--- src/sv/nmea_rmc_position_parser_assert.svh ---
// assertion macros used by the nmea rmc position parser top level
`ifndef NMEA_RMC_POSITION_PARSER_ASSERT_SVH
`define NMEA_RMC_POSITION_PARSER_ASSERT_SVH
`ifndef SYNTHESIS
// same-cycle implication
`define NRMC_ASSERT_IMP(lbl, clk, rst_n, ante, cons) \
	lbl: assert property (@(posedge clk) disable iff (!rst_n) (ante) |-> (cons)) \
		else $error("nrmc assertion failed");
// next-cycle implication
`define NRMC_ASSERT_NEXT(lbl, clk, rst_n, ante, cons) \
	lbl: assert property (@(posedge clk) disable iff (!rst_n) (ante) |=> (cons)) \
		else $error("nrmc assertion failed");
`else
`define NRMC_ASSERT_IMP(lbl, clk, rst_n, ante, cons)
`define NRMC_ASSERT_NEXT(lbl, clk, rst_n, ante, cons)
`endif
`endif

--- src/sv/nrmc_pkg.sv ---
// types, constants and helper functions of the nmea rmc position parser
package nrmc_pkg;

	localparam int unsigned FRAC_DIGITS = 5;
	localparam int unsigned TOKEN_LIMIT = 13;

	localparam int unsigned FRAC_SCALE = 10 ** FRAC_DIGITS;
	localparam int unsigned FRAC_W     = $clog2(FRAC_SCALE);
	localparam int unsigned FCNT_W     = $clog2(FRAC_DIGITS + 1);
	localparam int unsigned MIN_SCALE  = 10 ** (7 - FRAC_DIGITS);
	localparam int unsigned MIN_W      = $clog2(100 * FRAC_SCALE);

	localparam int unsigned CHAR_W = 8;
	localparam int unsigned INT_W  = 20;
	localparam int unsigned UTC_W  = 18;
	localparam int unsigned CC_W   = 4;
	localparam int unsigned SKIP_W = 3;
	localparam int unsigned LAT_W  = 31;
	localparam int unsigned LON_W  = 32;
	localparam int unsigned MAG_W  = 31;
	localparam int unsigned Q_W    = 14;
	localparam int unsigned REM_W  = 7;
	localparam int unsigned DEG_W  = 38;
	localparam int unsigned X_W    = 30;
	localparam int unsigned MQ_W   = 24;

	// reciprocal for integer part / 100, exact below 2^20
	localparam int unsigned RECIP100_SHIFT = 27;
	localparam int unsigned RECIP100_W     = 21;
	localparam int unsigned Q100_PROD_W    = INT_W + RECIP100_W;
	localparam logic [RECIP100_W-1:0] RECIP100 = 21'd1342178;

	// reciprocal for (x >> 2) / 15, exact below 2^28
	localparam int unsigned RECIP15_SHIFT = 32;
	localparam int unsigned RECIP15_W     = 29;
	localparam int unsigned Q60_PROD_W    = X_W - 2 + RECIP15_W;
	localparam logic [RECIP15_W-1:0] RECIP15 = 29'd286331154;

	localparam logic [INT_W-1:0] INT_SAT   = 20'd999999;
	localparam logic [INT_W-1:0] INT_GUARD = 20'd100000;
	localparam logic [UTC_W-1:0] UTC_MAX   = 18'd235959;
	localparam logic [MAG_W-1:0] LAT_MAX   = 31'd900000000;
	localparam logic [MAG_W-1:0] LON_MAX   = 31'd1800000000;
	localparam logic [23:0]      DEG_SCALE = 24'd10000000;
	localparam logic [X_W-1:0]   ROUND_HALF = 30'd30;

	localparam logic [SKIP_W-1:0] SKIP_RESET = 3'd2;

	localparam logic [CHAR_W-1:0] CH_COMMA = 8'h2C;
	localparam logic [CHAR_W-1:0] CH_POINT = 8'h2E;
	localparam logic [CHAR_W-1:0] CH_ZERO  = 8'h30;
	localparam logic [CHAR_W-1:0] CH_NINE  = 8'h39;
	localparam logic [CHAR_W-1:0] CH_SOUTH = 8'h53;
	localparam logic [CHAR_W-1:0] CH_WEST  = 8'h57;

	// field indexes after the prefix
	localparam logic [CC_W-1:0] FLD_UTC     = 4'd0;
	localparam logic [CC_W-1:0] FLD_STATUS  = 4'd1;
	localparam logic [CC_W-1:0] FLD_LAT     = 4'd2;
	localparam logic [CC_W-1:0] FLD_LAT_HEM = 4'd3;
	localparam logic [CC_W-1:0] FLD_LON     = 4'd4;
	localparam logic [CC_W-1:0] FLD_LON_HEM = 4'd5;
	localparam logic [CC_W-1:0] FLD_MODE    = 4'd11;
	localparam logic [CC_W-1:0] FLD_LAST    = CC_W'(TOKEN_LIMIT - 1);

	// fields that travel with every item through the back end
	typedef struct packed {
		logic              conv;
		logic              is_lon;
		logic              finish;
		logic [UTC_W-1:0]  utc;
		logic [CHAR_W-1:0] fix;
		logic [CHAR_W-1:0] mode;
		logic              lat_neg;
		logic              lon_neg;
	} tag_t;

	// one queued job from the front end
	typedef struct packed {
		tag_t              tag;
		logic [INT_W-1:0]  int_part;
		logic [FRAC_W-1:0] frac;
		logic [FCNT_W-1:0] frac_cnt;
	} job_t;

	// 10^n for the fraction padding, n up to FRAC_DIGITS
	function automatic logic [FRAC_W-1:0] pow10_frac(input logic [FCNT_W-1:0] n);
		logic [FRAC_W-1:0] p;
		p = FRAC_W'(1);
		for (int i = 0; i < FRAC_DIGITS; i++) begin
			if (FCNT_W'(i) < n) begin
				p = FRAC_W'(p * FRAC_W'(10));
			end
		end
		return p;
	endfunction

endpackage

--- src/sv/nmea_rmc_position_parser.sv ---
// path from the accepted last character to out_valid: queue, 6 stages, result reg
// throughput: one character per cycle; the input stalls only while the job queue is full
// the queue fills only while a result waits on out_stall, which freezes the conversion pipeline
// reset: async active low, clears parse state, queue and pipeline, skip_commas returns to 2
// no clearing pass after reset, the block takes characters on the first cycle
module nmea_rmc_position_parser #(
	parameter int unsigned QUEUE_DEPTH = 4
) (
	input  logic                                clk,
	input  logic                                arst_n,
	// configuration: skip_commas
	input  logic                                cfg_wr_en,
	input  logic [nrmc_pkg::SKIP_W-1:0]         cfg_wr_data,
	// character input
	input  logic                                in_valid,
	output logic                                in_stall,
	input  logic [nrmc_pkg::CHAR_W-1:0]         char_in,
	input  logic                                last_char,
	// result output
	output logic                                out_valid,
	input  logic                                out_stall,
	output logic [nrmc_pkg::UTC_W-1:0]          utc_time,
	output logic [nrmc_pkg::CHAR_W-1:0]         fix_status,
	output logic [nrmc_pkg::CHAR_W-1:0]         mode_char,
	output logic signed [nrmc_pkg::LAT_W-1:0]   latitude,
	output logic signed [nrmc_pkg::LON_W-1:0]   longitude
);

`include "nmea_rmc_position_parser_assert.svh"

	// front to queue
	logic           q_push;
	nrmc_pkg::job_t q_push_job;
	logic           q_full;
	// queue to back
	logic           q_pop;
	nrmc_pkg::job_t q_pop_job;
	logic           q_empty;

	logic           in_acc;

	// the front only needs a free queue slot, never the back end itself
	assign in_stall = q_full;
	assign in_acc   = in_valid && !in_stall;

	// front: prefix skip, field split, digit accumulation, emits a job per
	// closed lat/lon field and per last character
	nrmc_front u_front (
		.clk         (clk),
		.arst_n      (arst_n),
		.cfg_wr_en   (cfg_wr_en),
		.cfg_wr_data (cfg_wr_data),
		.in_valid    (in_valid),
		.q_full      (q_full),
		.char_in     (char_in),
		.last_char   (last_char),
		.push        (q_push),
		.push_job    (q_push_job)
	);

	// decouples the character rate from the conversion pipeline stalls
	nrmc_fifo #(
		.DEPTH (QUEUE_DEPTH)
	) u_fifo (
		.clk      (clk),
		.arst_n   (arst_n),
		.push     (q_push),
		.push_job (q_push_job),
		.pop      (q_pop),
		.pop_job  (q_pop_job),
		.full     (q_full),
		.empty    (q_empty)
	);

	// back: in-order six stage conversion, lat/lon holding regs, result reg
	nrmc_back u_back (
		.clk        (clk),
		.arst_n     (arst_n),
		.q_empty    (q_empty),
		.pop_job    (q_pop_job),
		.pop        (q_pop),
		.out_valid  (out_valid),
		.out_stall  (out_stall),
		.utc_time   (utc_time),
		.fix_status (fix_status),
		.mode_char  (mode_char),
		.latitude   (latitude),
		.longitude  (longitude)
	);

	// queue never written while full nor read while empty
	`NRMC_ASSERT_IMP(a_q_no_overflow, clk, arst_n, q_push, !q_full)
	`NRMC_ASSERT_IMP(a_q_no_underflow, clk, arst_n, q_pop, !q_empty)
	// a final character always leaves a job behind in the queue
	`NRMC_ASSERT_NEXT(a_last_queued, clk, arst_n, in_acc && last_char, !q_empty)
	// clamping keeps both coordinates in range
	`NRMC_ASSERT_IMP(a_coord_range, clk, arst_n, out_valid, (latitude <= 31'sd900000000) && (latitude >= -31'sd900000000) && (longitude <= 32'sd1800000000) && (longitude >= -32'sd1800000000))

endmodule

--- src/sv/nrmc_fifo.sv ---
// short job queue between the parser front end and the conversion back end
module nrmc_fifo #(
	parameter int unsigned DEPTH = 4
) (
	input  logic           clk,
	input  logic           arst_n,
	input  logic           push,
	input  nrmc_pkg::job_t push_job,
	input  logic           pop,
	output nrmc_pkg::job_t pop_job,
	output logic           full,
	output logic           empty
);

	localparam int unsigned PTR_W = $clog2(DEPTH);
	localparam int unsigned CNT_W = $clog2(DEPTH + 1);

	nrmc_pkg::job_t mem_q [DEPTH];
	logic [PTR_W-1:0] wr_ptr_q;
	logic [PTR_W-1:0] rd_ptr_q;
	logic [CNT_W-1:0] cnt_q;

	function automatic logic [PTR_W-1:0] ptr_inc(input logic [PTR_W-1:0] p);
		return (p == PTR_W'(DEPTH - 1)) ? '0 : p + PTR_W'(1);
	endfunction

	assign full    = (cnt_q == CNT_W'(DEPTH));
	assign empty   = (cnt_q == '0);
	assign pop_job = mem_q[rd_ptr_q];

	always_ff @(posedge clk or negedge arst_n) begin
		if (!arst_n) begin
			wr_ptr_q <= '0;
			rd_ptr_q <= '0;
			cnt_q    <= '0;
		end else begin
			if (push) begin
				wr_ptr_q <= ptr_inc(wr_ptr_q);
			end
			if (pop) begin
				rd_ptr_q <= ptr_inc(rd_ptr_q);
			end
			if (push && !pop) begin
				cnt_q <= cnt_q + CNT_W'(1);
			end else if (pop && !push) begin
				cnt_q <= cnt_q - CNT_W'(1);
			end
		end
	end

	always_ff @(posedge clk) begin
		if (push) begin
			mem_q[wr_ptr_q] <= push_job;
		end
	end

endmodule

--- src/sv/nrmc_front.sv ---
// character front end: prefix skip, field split, digit accumulation, job issue
module nrmc_front (
	input  logic                            clk,
	input  logic                            arst_n,
	input  logic                            cfg_wr_en,
	input  logic [nrmc_pkg::SKIP_W-1:0]     cfg_wr_data,
	input  logic                            in_valid,
	input  logic                            q_full,
	input  logic [nrmc_pkg::CHAR_W-1:0]     char_in,
	input  logic                            last_char,
	output logic                            push,
	output nrmc_pkg::job_t                  push_job
);

	logic [nrmc_pkg::SKIP_W-1:0] skip_q;
	logic [nrmc_pkg::SKIP_W-1:0] pfx_q, pfx_d;
	logic [nrmc_pkg::CC_W-1:0]   cc_q, cc_d;
	logic                        start_q, start_d;
	logic                        point_q, point_d;
	logic [nrmc_pkg::INT_W-1:0]  int_q, int_d;
	logic [nrmc_pkg::FRAC_W-1:0] frac_q, frac_d;
	logic [nrmc_pkg::FCNT_W-1:0] fcnt_q, fcnt_d;
	logic [nrmc_pkg::UTC_W-1:0]  utc_q, utc_d;
	logic [nrmc_pkg::CHAR_W-1:0] fix_q, fix_d;
	logic [nrmc_pkg::CHAR_W-1:0] mode_q, mode_d;
	logic                        lat_neg_q, lat_neg_d;
	logic                        lon_neg_q, lon_neg_d;

	logic                        acc;
	logic                        is_comma;
	logic                        is_digit;
	logic                        hem_neg;
	logic                        comma_close;
	logic                        last_close;
	logic [3:0]                  digit;
	logic [23:0]                 int_step;

	function automatic logic [nrmc_pkg::UTC_W-1:0] utc_sat(input logic [nrmc_pkg::INT_W-1:0] v);
		return (v > nrmc_pkg::INT_W'(nrmc_pkg::UTC_MAX)) ? nrmc_pkg::UTC_MAX
			: v[nrmc_pkg::UTC_W-1:0];
	endfunction

	assign acc      = in_valid && !q_full;
	assign is_comma = (char_in == nrmc_pkg::CH_COMMA);
	assign is_digit = (char_in >= nrmc_pkg::CH_ZERO) && (char_in <= nrmc_pkg::CH_NINE);
	assign hem_neg  = (char_in == nrmc_pkg::CH_SOUTH) || (char_in == nrmc_pkg::CH_WEST);
	assign digit    = char_in[3:0];
	assign int_step = {int_q, 3'b000} + {3'b000, int_q, 1'b0} + 24'(digit);

	always_comb begin
		pfx_d       = pfx_q;
		cc_d        = cc_q;
		start_d     = start_q;
		point_d     = point_q;
		int_d       = int_q;
		frac_d      = frac_q;
		fcnt_d      = fcnt_q;
		utc_d       = utc_q;
		fix_d       = fix_q;
		mode_d      = mode_q;
		lat_neg_d   = lat_neg_q;
		lon_neg_d   = lon_neg_q;
		comma_close = 1'b0;

		priority if (pfx_q < skip_q) begin
			if (is_comma) begin
				pfx_d = pfx_q + nrmc_pkg::SKIP_W'(1);
			end
		end else if (is_comma && (cc_q < nrmc_pkg::FLD_LAST)) begin
			comma_close = 1'b1;
			if (cc_q == nrmc_pkg::FLD_UTC) begin
				utc_d = utc_sat(int_q);
			end
			start_d = 1'b1;
			point_d = 1'b0;
			int_d   = '0;
			frac_d  = '0;
			fcnt_d  = '0;
			cc_d    = cc_q + nrmc_pkg::CC_W'(1);
		end else begin
			if (start_q) begin
				priority if (cc_q == nrmc_pkg::FLD_STATUS) begin
					fix_d = char_in;
				end else if (cc_q == nrmc_pkg::FLD_LAT_HEM) begin
					lat_neg_d = hem_neg;
				end else if (cc_q == nrmc_pkg::FLD_LON_HEM) begin
					lon_neg_d = hem_neg;
				end else if (cc_q == nrmc_pkg::FLD_MODE) begin
					mode_d = char_in;
				end
				start_d = 1'b0;
			end
			priority if ((char_in == nrmc_pkg::CH_POINT) && !point_q) begin
				point_d = 1'b1;
			end else if (is_digit) begin
				priority if (!point_q) begin
					// saturating integer part
					if ((int_q >= nrmc_pkg::INT_GUARD) || (int_step > 24'(nrmc_pkg::INT_SAT))) begin
						int_d = nrmc_pkg::INT_SAT;
					end else begin
						int_d = int_step[nrmc_pkg::INT_W-1:0];
					end
				end else if (fcnt_q < nrmc_pkg::FCNT_W'(nrmc_pkg::FRAC_DIGITS)) begin
					frac_d = nrmc_pkg::FRAC_W'(frac_q * nrmc_pkg::FRAC_W'(10))
						+ nrmc_pkg::FRAC_W'(digit);
					fcnt_d = fcnt_q + nrmc_pkg::FCNT_W'(1);
				end
			end
		end

		// the last character closes the open field unless still inside the prefix
		last_close = last_char && !(pfx_d < skip_q);
		if (last_close && (cc_d == nrmc_pkg::FLD_UTC)) begin
			utc_d = utc_sat(int_d);
		end
	end

	// job classification
	always_comb begin
		push_job.int_part     = int_q;
		push_job.frac         = frac_q;
		push_job.frac_cnt     = fcnt_q;
		push_job.tag.conv     = 1'b0;
		push_job.tag.is_lon   = 1'b0;
		push_job.tag.finish   = last_char;
		push_job.tag.utc      = utc_d;
		push_job.tag.fix      = fix_d;
		push_job.tag.mode     = mode_d;
		push_job.tag.lat_neg  = lat_neg_d;
		push_job.tag.lon_neg  = lon_neg_d;
		priority if (comma_close && ((cc_q == nrmc_pkg::FLD_LAT) || (cc_q == nrmc_pkg::FLD_LON))) begin
			push_job.tag.conv   = 1'b1;
			push_job.tag.is_lon = (cc_q == nrmc_pkg::FLD_LON);
		end else if (!comma_close && last_close
			&& ((cc_d == nrmc_pkg::FLD_LAT) || (cc_d == nrmc_pkg::FLD_LON))) begin
			push_job.tag.conv   = 1'b1;
			push_job.tag.is_lon = (cc_d == nrmc_pkg::FLD_LON);
			push_job.int_part   = int_d;
			push_job.frac       = frac_d;
			push_job.frac_cnt   = fcnt_d;
		end
	end

	assign push = acc && (push_job.tag.conv || last_char);

	always_ff @(posedge clk or negedge arst_n) begin
		if (!arst_n) begin
			skip_q <= nrmc_pkg::SKIP_RESET;
		end else if (cfg_wr_en) begin
			skip_q <= cfg_wr_data;
		end
	end

	always_ff @(posedge clk or negedge arst_n) begin
		if (!arst_n) begin
			pfx_q     <= '0;
			cc_q      <= '0;
			start_q   <= 1'b1;
			point_q   <= 1'b0;
			int_q     <= '0;
			frac_q    <= '0;
			fcnt_q    <= '0;
			utc_q     <= '0;
			fix_q     <= '0;
			mode_q    <= '0;
			lat_neg_q <= 1'b0;
			lon_neg_q <= 1'b0;
		end else if (acc) begin
			if (last_char) begin
				pfx_q     <= '0;
				cc_q      <= '0;
				start_q   <= 1'b1;
				point_q   <= 1'b0;
				int_q     <= '0;
				frac_q    <= '0;
				fcnt_q    <= '0;
				utc_q     <= '0;
				fix_q     <= '0;
				mode_q    <= '0;
				lat_neg_q <= 1'b0;
				lon_neg_q <= 1'b0;
			end else begin
				pfx_q     <= pfx_d;
				cc_q      <= cc_d;
				start_q   <= start_d;
				point_q   <= point_d;
				int_q     <= int_d;
				frac_q    <= frac_d;
				fcnt_q    <= fcnt_d;
				utc_q     <= utc_d;
				fix_q     <= fix_d;
				mode_q    <= mode_d;
				lat_neg_q <= lat_neg_d;
				lon_neg_q <= lon_neg_d;
			end
		end
	end

endmodule

--- src/sv/nrmc_back.sv ---
// conversion back end: ddmm.mmmmm to 1e-7 degree pipeline and result register
module nrmc_back (
	input  logic                                clk,
	input  logic                                arst_n,
	input  logic                                q_empty,
	input  nrmc_pkg::job_t                      pop_job,
	output logic                                pop,
	output logic                                out_valid,
	input  logic                                out_stall,
	output logic [nrmc_pkg::UTC_W-1:0]          utc_time,
	output logic [nrmc_pkg::CHAR_W-1:0]         fix_status,
	output logic [nrmc_pkg::CHAR_W-1:0]         mode_char,
	output logic signed [nrmc_pkg::LAT_W-1:0]   latitude,
	output logic signed [nrmc_pkg::LON_W-1:0]   longitude
);

	logic adv;
	logic retire;

	logic v_s1, v_s2, v_s3, v_s4, v_s5, v_s6;
	nrmc_pkg::tag_t tag_s1, tag_s2, tag_s3, tag_s4, tag_s5, tag_s6;

	logic [nrmc_pkg::INT_W-1:0]  int_s1;
	logic [nrmc_pkg::Q_W-1:0]    q_s1;
	logic [nrmc_pkg::FRAC_W-1:0] fpad_s1, fpad_s2;
	logic [nrmc_pkg::REM_W-1:0]  rem_s2;
	logic [nrmc_pkg::DEG_W-1:0]  degp_s2, degp_s3, degp_s4, degp_s5;
	logic [nrmc_pkg::MIN_W-1:0]  m_s3;
	logic [nrmc_pkg::X_W-1:0]    x_s4;
	logic [nrmc_pkg::MQ_W-1:0]   mq_s5;
	logic [nrmc_pkg::MAG_W-1:0]  mag_s6;

	logic [nrmc_pkg::LAT_W-2:0]  lat_mag_q, lat_sel;
	logic [nrmc_pkg::LON_W-2:0]  lon_mag_q, lon_sel;
	logic                        out_valid_q;
	logic [nrmc_pkg::UTC_W-1:0]  utc_q;
	logic [nrmc_pkg::CHAR_W-1:0] fix_q;
	logic [nrmc_pkg::CHAR_W-1:0] mode_q;
	logic [nrmc_pkg::LAT_W-1:0]  lat_q;
	logic [nrmc_pkg::LON_W-1:0]  lon_q;

	logic [nrmc_pkg::Q100_PROD_W-1:0] q100_prod;
	logic [nrmc_pkg::FCNT_W-1:0]      pad;
	logic [nrmc_pkg::INT_W-1:0]       q_x100;
	logic [nrmc_pkg::Q60_PROD_W-1:0]  q60_prod;
	logic [nrmc_pkg::DEG_W-1:0]       sum_s5;
	logic [nrmc_pkg::MAG_W-1:0]       limit_s5;

	// whole pipeline moves together; it only holds while a result waits
	assign adv    = !out_valid_q || !out_stall;
	assign pop    = adv && !q_empty;
	assign retire = adv && v_s6;

	// stage 1: degrees by reciprocal of 100, fraction padded to full digits
	assign q100_prod = nrmc_pkg::Q100_PROD_W'(pop_job.int_part)
		* nrmc_pkg::Q100_PROD_W'(nrmc_pkg::RECIP100);
	assign pad = nrmc_pkg::FCNT_W'(nrmc_pkg::FRAC_DIGITS) - pop_job.frac_cnt;

	// stage 2: whole minutes and degree part
	assign q_x100 = nrmc_pkg::INT_W'(q_s1) * nrmc_pkg::INT_W'(100);

	// stage 5: minutes / 60 as (x >> 2) / 15
	assign q60_prod = nrmc_pkg::Q60_PROD_W'(x_s4[nrmc_pkg::X_W-1:2])
		* nrmc_pkg::Q60_PROD_W'(nrmc_pkg::RECIP15);

	// stage 6 input: degrees plus rounded minutes, clamped per axis
	assign sum_s5   = degp_s5 + nrmc_pkg::DEG_W'(mq_s5);
	assign limit_s5 = tag_s5.is_lon ? nrmc_pkg::LON_MAX : nrmc_pkg::LAT_MAX;

	always_ff @(posedge clk) begin
		if (adv) begin
			tag_s1  <= pop_job.tag;
			int_s1  <= pop_job.int_part;
			q_s1    <= q100_prod[nrmc_pkg::RECIP100_SHIFT +: nrmc_pkg::Q_W];
			fpad_s1 <= nrmc_pkg::FRAC_W'(pop_job.frac * nrmc_pkg::pow10_frac(pad));

			tag_s2  <= tag_s1;
			rem_s2  <= nrmc_pkg::REM_W'(int_s1 - q_x100);
			degp_s2 <= nrmc_pkg::DEG_W'(q_s1) * nrmc_pkg::DEG_W'(nrmc_pkg::DEG_SCALE);
			fpad_s2 <= fpad_s1;

			tag_s3  <= tag_s2;
			m_s3    <= nrmc_pkg::MIN_W'(rem_s2) * nrmc_pkg::MIN_W'(nrmc_pkg::FRAC_SCALE)
				+ nrmc_pkg::MIN_W'(fpad_s2);
			degp_s3 <= degp_s2;

			tag_s4  <= tag_s3;
			x_s4    <= nrmc_pkg::X_W'(m_s3) * nrmc_pkg::X_W'(nrmc_pkg::MIN_SCALE)
				+ nrmc_pkg::ROUND_HALF;
			degp_s4 <= degp_s3;

			tag_s5  <= tag_s4;
			mq_s5   <= q60_prod[nrmc_pkg::RECIP15_SHIFT +: nrmc_pkg::MQ_W];
			degp_s5 <= degp_s4;

			tag_s6  <= tag_s5;
			mag_s6  <= (sum_s5 > nrmc_pkg::DEG_W'(limit_s5)) ? limit_s5
				: sum_s5[nrmc_pkg::MAG_W-1:0];
		end
	end

	// a job that converts and finishes at once uses its fresh magnitude
	assign lat_sel = (tag_s6.conv && !tag_s6.is_lon) ? mag_s6[nrmc_pkg::LAT_W-2:0] : lat_mag_q;
	assign lon_sel = (tag_s6.conv && tag_s6.is_lon) ? mag_s6[nrmc_pkg::LON_W-2:0] : lon_mag_q;

	always_ff @(posedge clk or negedge arst_n) begin
		if (!arst_n) begin
			v_s1        <= 1'b0;
			v_s2        <= 1'b0;
			v_s3        <= 1'b0;
			v_s4        <= 1'b0;
			v_s5        <= 1'b0;
			v_s6        <= 1'b0;
			out_valid_q <= 1'b0;
			lat_mag_q   <= '0;
			lon_mag_q   <= '0;
		end else begin
			if (adv) begin
				v_s1 <= pop;
				v_s2 <= v_s1;
				v_s3 <= v_s2;
				v_s4 <= v_s3;
				v_s5 <= v_s4;
				v_s6 <= v_s5;
			end
			if (retire && tag_s6.finish) begin
				lat_mag_q   <= '0;
				lon_mag_q   <= '0;
				out_valid_q <= 1'b1;
			end else begin
				if (retire && tag_s6.conv) begin
					if (tag_s6.is_lon) begin
						lon_mag_q <= lon_sel;
					end else begin
						lat_mag_q <= lat_sel;
					end
				end
				if (!out_stall) begin
					out_valid_q <= 1'b0;
				end
			end
		end
	end

	always_ff @(posedge clk) begin
		if (retire && tag_s6.finish) begin
			utc_q  <= tag_s6.utc;
			fix_q  <= tag_s6.fix;
			mode_q <= tag_s6.mode;
			lat_q  <= tag_s6.lat_neg ? (nrmc_pkg::LAT_W'(0) - nrmc_pkg::LAT_W'(lat_sel))
				: nrmc_pkg::LAT_W'(lat_sel);
			lon_q  <= tag_s6.lon_neg ? (nrmc_pkg::LON_W'(0) - nrmc_pkg::LON_W'(lon_sel))
				: nrmc_pkg::LON_W'(lon_sel);
		end
	end

	assign out_valid  = out_valid_q;
	assign utc_time   = utc_q;
	assign fix_status = fix_q;
	assign mode_char  = mode_q;
	assign latitude   = $signed(lat_q);
	assign longitude  = $signed(lon_q);

endmodule

--- config.mk ---
export PLATFORM = sky130hd
export DESIGN_NAME = nmea_rmc_position_parser
export DESIGN_NICKNAME = d
export VERILOG_FILES = /design/src/sv/nrmc_pkg.sv /design/src/sv/nmea_rmc_position_parser.sv /design/src/sv/nrmc_fifo.sv /design/src/sv/nrmc_front.sv /design/src/sv/nrmc_back.sv
export VERILOG_INCLUDE_DIRS = /design/src /design/src/sv
export SDC_FILE = /design/constraint.sdc
export NUM_CORES = 2
export LEC_CHECK = 0
export BUFFER_PORTS_ARGS = -buffer_cell sky130_fd_sc_hd__buf_2
export CORE_MARGIN = 8
export CORE_UTILIZATION = 60
export DETAILED_ROUTE_END_ITERATION = 8
export HOLD_SLACK_MARGIN = 0.05
export PLACE_DENSITY = 0.86
export SETUP_SLACK_MARGIN = 0.5
export SKIP_LAST_GASP = 1
export SLEW_MARGIN = 5
export SYNTH_ARGS = -nofsm -noshare
export SYNTH_HDL_FRONTEND = slang
export SYNTH_SLANG_ARGS = --single-unit
--- constraint.sdc ---
create_clock -name clk -period 34.6 [get_ports clk]
set_clock_uncertainty 0.05 [all_clocks]
set_input_delay 1.73 -clock clk [delete_from_list [all_inputs] [get_ports clk]]
set_output_delay 1.73 -clock clk [all_outputs]
set_load 0.03 [all_outputs]
; ---- Word-level counts from Yosys, hierarchy flattened
; Memory sizes are Yosys's and may differ from the RTL's.
; Cells that the tools add are included.
[word_totals]
ff_bits = 789
n_memories = 1
romBits = 0
input_bits = 17
ramBits = 316
out_inout_bits = 99
elab_cells = 304
latchBits = 0
[mem_list]
columns = memory, words, width, read_ports, rd_ports_with_merged_regs, wr, line_no
row1 = u_fifo.mem_q, 4, 79, 1, 0, 1, nrmc_fifo.sv:18  ; nrmc_pkg::job_t mem_q [DEPTH];
[classes]
eq_ne = 18
shifts = 0
n_bitwise = 0
mul = 12
muxes = 102
magnitude_cmp = 16
reduce_logical = 45
n_div = 0
add_sub_neg = 17
[op_table]
columns = cell, n
row1 = $mux 17, 16
row2 = $mux 31, 7
row3 = $mux 30, 5
row4 = $mux 20, 7
row5 = $mux 18, 7
row6 = $mux 8, 13
row7 = $mul 17x3->16 const B, 5
row8 = $mux 40, 2
row9 = $mul 28x28->55 const B, 1
row10 = $gt 20x18->1 const B, 2
row11 = $mul 20x20->40 const B, 1
row12 = $add 38x24->38, 1
row13 = $gt 38x31->1, 1
row14 = $mux 3, 12
row15 = $sub 1x31->32 const A, 1
row16 = $mul 14x17->31 const B, 1
row17 = $sub 1x30->31 const A, 1
row18 = $add 30x5->30 const B, 1
row19 = $mul 24x5->28 const B, 1
row20 = $mux 1, 25
row21 = $add 23x21->24, 1
row22 = $add 24x17->24, 1
row23 = $add 24x4->24, 1
row24 = $gt 24x20->1 const B, 1
row25 = 40 further kinds, 96

; ---- Depth between registers and ports, before layout
; An unclocked memory read counts as a cell.
[logic_depth]
ltp_word = 18
depth_mapped = 44
ltp_nobuf = 42

; ---- By module
; From an unflattened synthesis, not the netlist that was laid out.
[hier_totals]
cells_unflattened = 5990
area_unflattened_um2 = 74212.4
[by_module_without_submodules]
columns = mod, seq_area_each_um2, area_each_um2, n_inst, cells_per_inst
row1 = nrmc_back, 20439.6, 54016.8, 1, 4532
row2 = nrmc_fifo, 9664.3, 11890.2, 1, 450
row3 = nrmc_front, 2204.6, 8305.5, 1, 1008

; ---- Worst setup path before layout
; OpenSTA, ideal clock, no wires.
[synth_timing]
path_kind = in2reg
from = input port out_stall
to = register u_back.fix_q, in the netlist u_back.fix_status[0], enable pin
cell_stages = 3
path_slack_ps = 14681
required_ps = 34082
setup_time_ps = 468
n_path_buf = 1
arrival_time_ps = 19400
path_cell_list = nand2_1 > clkbuf_1 > and3_1
[synth_via]
elab_chain_len = 4
[synth_rtl]
columns = element, line_no
row1 = start: declaration, nmea_rmc_position_parser.sv:21  ; input logic out_stall,
row2 = $logic_not 1->1, nrmc_back.sv:50  ; assign adv = !out_valid_q || !out_stall;
row3 = $logic_or 1x1->1, nrmc_back.sv:50
row4 = named net u_back.adv, nrmc_back.sv:17  ; logic adv;
row5 = $logic_and 1x1->1, nrmc_back.sv:52  ; assign retire = adv && v_s6;
row6 = $logic_and 1x1->1, nrmc_back.sv:146  ; if (retire && tag_s6.finish) begin
row7 = end signal: assignment, nrmc_back.sv:148  ; fix_q <= tag_s6.fix;
row8 = end: declaration, nrmc_back.sv:37  ; logic [nrmc_pkg::CHAR_W-1:0] fix_q;
; The timed path passes the listed nets, and every way through them passes these cells.
; A chain may end at the register's enable or synchronous reset.

; ---- Final worst setup path
[layout_timing]
from = register u_fifo.rd_ptr_q[1]
to = register u_back.fpad_s1[16] (netlist name) (data pin)
[layout_via]
elab_chain_len = 18
word_cells_on_any_way = 22
cone_classes = add/sub (1) / mul (5) / order compare (5) / mux (10) / memory (1)
[layout_rtl]
columns = element, line_no
row1 = start: declaration, nrmc_fifo.sv:20  ; logic [PTR_W-1:0] rd_ptr_q;
row2 = start signal: assignment, nrmc_fifo.sv:41  ; rd_ptr_q <= ptr_inc(rd_ptr_q);
row3 = $mem_v2 4x79 *, -
row4 = $sub 3x3->3, nrmc_back.sv:57  ; assign pad = nrmc_pkg::FCNT_W'(nrmc_pkg::FRAC_DIGITS) - pop_job.frac_cnt;
row5 = $lt 1x3->1, nrmc_pkg.sv:91  ; if (FCNT_W'(i) < n) begin
row6 = $mux 4, nrmc_pkg.sv:91
row7 = $mux 17, nrmc_back.sv:71  ; if (adv) begin
row8 = $mul 17x3->16, nrmc_pkg.sv:92  ; p = FRAC_W'(p * FRAC_W'(10));
row9 = $mux 17, nrmc_pkg.sv:91
row10 = $mux 17, nrmc_back.sv:71
row11 = (+2 left out), -
row12 = $mux 17, nrmc_back.sv:71
row13 = $mul 17x3->16, nrmc_pkg.sv:92
row14 = $mux 17, nrmc_pkg.sv:91
row15 = $mux 17, nrmc_back.sv:71
row16 = $mul 17x3->16, nrmc_pkg.sv:92
row17 = $mux 17, nrmc_pkg.sv:91
row18 = $mux 17, nrmc_back.sv:71
row19 = $mul 17x17->17 *, nrmc_back.sv:75  ; fpad_s1 <= nrmc_pkg::FRAC_W'(pop_job.frac * nrmc_pkg::pow10_frac(pad));
row20 = end signal: assignment, nrmc_back.sv:75
row21 = end: declaration, nrmc_back.sv:25  ; logic [nrmc_pkg::FRAC_W-1:0] fpad_s1, fpad_s2;
; Every way passes the cells marked *; elsewhere a longest branch is shown, timed or not. The select of a mux whose other input is x is not followed.

==> key figures <==
Finish
  • Commonest non-fill, non-tap cell in the layout: edfxtp_1
  • Area delta synth->final: 8.47%
  • Fraction of layout cells with a size suffix above 1: 8.82%
  • Layout net count: 7277
  • Commonest non-fill, non-tap cells in the layout: 940 x edfxtp_1, 904 x ha_1, 838 x inv_1

Synthesis
  • Top cells by area, synth: edfxtp_1 39%, ha_1 16%, fa_1 12%, dfrtp_1 5.5%, inv_1 4.3%
  • Mean Syn Cell Area: approximately 13 um^2
  • Post-synthesis async set-or-reset flop share: 14.8%
  • Synth Instances: 5787
  • Synthesized flop and latch total: 1103
  • Cell Area, Synth: 72600 um^2
  • Number of synthesized flops with an enable pin: 940
  • Synth cell types: 108
  • Largest area contributor in the netlist: edfxtp_1
  • Post-synth top area share: 38.9%
  • Sequential fraction of the synthesis area: 44.5%
  • Yosys warnings: 0
  • Top_reg_cell synth: edfxtp_1

Outcome
  • Outcome: completed

Run
  • MaxCap Viol Count: 0

Worst setup path
  • CP required: 34.97 ns
  • Critical path type: reg2reg
  • Worst path max stage delay: 1.00 ns
  • Crit Path Max Fanout: 54
  • Top cell by count, worst path: xnor2_1
  • Crit. End Element: register
  • Slowest CP cell: dfrtp_4
  • Startpoint type of the worst setup path: register
  • WP data arrival: 10.93 ns

Detailed routing
  • Drt first pass iters: 8
  • Initial DRC Count: 4325
  • Final WL: 158000 um
  • Vias: around 46000
  • ANT nets after route: 0
  • DR vias/cell: 6.01
  • Avg WL per Cell: 20.7 um
  • DRC Markers: 0

Timing
  • RSZ-0062 raised after global routing: no
  • Rel. slew slack: 18.6%
  • Max Clock Freq: between 0.09 and 0.1 GHz
  • Final Hold Viols: 0
  • Worst-margin pin slew: 1.22 ns
  • Final Critical Period: ~11 ns
  • Final count of pins violating max slew: 0
  • Final setup viols: 0
  • TNS Setup: 0 ns
  • Tcrit/Tclk final: 30.5%

Clocking
  • CTS max path bufs: 3
  • Clk Latency, worst-skew pair: 0.77 ns
  • Total CTS buffers: 107
  • Root buffer cell: clkbuf_16
  • CTS resizes: 0
  • CTS Sinks: between 1000 and 1500
  • Post-CTS Setup Repair Bufs: 0
  • H-tree levels: 3
  • CTS tree: yes
  • Hold buffers post-CTS: 0
  • Clock slew seen by the registers of the worst setup and hold paths: 0.06 ns

Die
  • Die X: approximately 360 um
  • Io pins: 116
  • Die area: 132000 um^2
  • Initial core utilization: 60.5%
  • Core area: 120000 um^2
  • Row count: roughly 130
  • Die height: 364 um

Placed design
  • Port Buf Inserts: between 100 and 150
  • Final HPWL DP: 110000 um
  • Placer Congestion: 0.923

Global routing
  • GRT Util Overall: 23.7%
  • Largest net degree at the start of global routing: 101
  • Antenna violations before repair: 2
  • Number of global-route vias before repair: 47600
  • First-pass GRT wire length: 253000 um
  • Global route overflow: 0

Hold path
  • Worst hold path type: reg2reg
final timing paths:
kind                       slack (ns)  cells past startpoint                from            endpoint
max                             24.04                     37  u_fifo.rd_ptr_q[1]  u_back.fpad_s1[16]
min                              0.27                      0  u_back.degp_s4[18]  u_back.degp_s5[18]
max reg2reg                     24.04                     37  u_fifo.rd_ptr_q[1]  u_back.fpad_s1[16]
min reg2reg                      0.27                      0  u_back.degp_s4[18]  u_back.degp_s5[18]
max in group asynchronous       32.22                      2              arst_n  u_fifo.rd_ptr_q[1]
min in group asynchronous        0.86                      1              arst_n   u_front.int_q[11]
cells by family (layout without fill, tap and decap cells):
logic type | after synthesis | count (layout) | synth area share [%]
buf+inv | 978 | 1193 | 5.11
xor+xnor | 289 | 289 | 3.55
fa+ha+maj | 1346 | 1346 | 27.8
flops | 1103 | 1103 | 44.5
other cells | 1 | 8 | 0.00516
compound gates | 860 | 860 | 8.17
mux | 200 | 200 | 4.19
simple gates | 1010 | 1010 | 6.71
per-stage QoR:
step | instances | hold WS [ns] | instance area (um^2) | setup WS, ns | utilization (%)
3_3_place_gp | 7417 | 0.350 | 75000 | 24.45 | 62.5
5_1_grt | 7619 | 0.274 | 78800 | 23.57 | 65.6
3_5_place_dp | 7417 | 0.355 | 75000 | 24.26 | 62.5
6_report | 7621 | 0.272 | 78800 | 24.04 | 65.7
4_1_cts | 7618 | 0.269 | 78800 | 24.11 | 65.6
2_1_floorplan | 5791 | 0.350 | 72600 | 14.68 | -
per-layer routing:
metal  part of all wire [%]  track usage [%]
met1                     39             29.5
met2                     49             40.7
met3                    7.4             4.58
met4                    4.4             9.92
met5                 0.0082                0
layout make-up:
| cell class | count | area [um^2] |
|---|---|---|
| Sequential cell | 1103 | 32300 |
| Antenna cell | 3 | 7.51 |
| Clock buffer | 135 | 2830 |
| Inverter | 840 | 3150 |
| Clock inverter | 66 | 883 |
| Timing Repair Buffer | 152 | 872 |
| Tap cell | 1612 | 2020 |
| Multi-Input combinational cell | 3710 | 36700 |
| Fill cell | 8198 | 41200 |
synthesized netlist by cell type, types with 102 or more instances:
cell,count
o21ai_0,185
nor2_1,226
nand2_1,328
xor2_1,108
edfxtp_1,940
dfrtp_1,161
clkbuf_1,106
fa_1,442
a21oi_1,166
inv_1,838
xnor2_1,177
a22o_1,102
ha_1,904
worst max-delay path, delay by kind of cell, from the launching register on:
family                   cells  cell delay, ns
buffers and inverters        4            0.35
XOR/XNOR                    13            2.11
multiplexers                 3            1.06
flip-flops                   1            1.00
AO/OA/AOI/OAI                3            0.48
adder cells (fa/ha/maj)     10            4.46
AND/OR/NAND/NOR              4            0.74
registers in the layout (all words and copies together), names as in the netlist, 31 cells and up:
register / flops
u_back.longitude: 32
u_back.degp_s5: 31
u_back.latitude: 31
u_back.tag_s6: 39
u_back.tag_s5: 39
u_back.degp_s4: 31
u_fifo.mem_q: 316
u_back.tag_s4: 39
u_back.degp_s3: 31
u_back.tag_s2: 39
u_back.lon_mag_q: 31
u_back.tag_s1: 39
u_back.mag_s6: 31
u_back.tag_s3: 39
u_back.degp_s2: 31
Power is not shown: default switching activity piles up to over one toggle a cycle in this logic, so the estimate is an artifact.
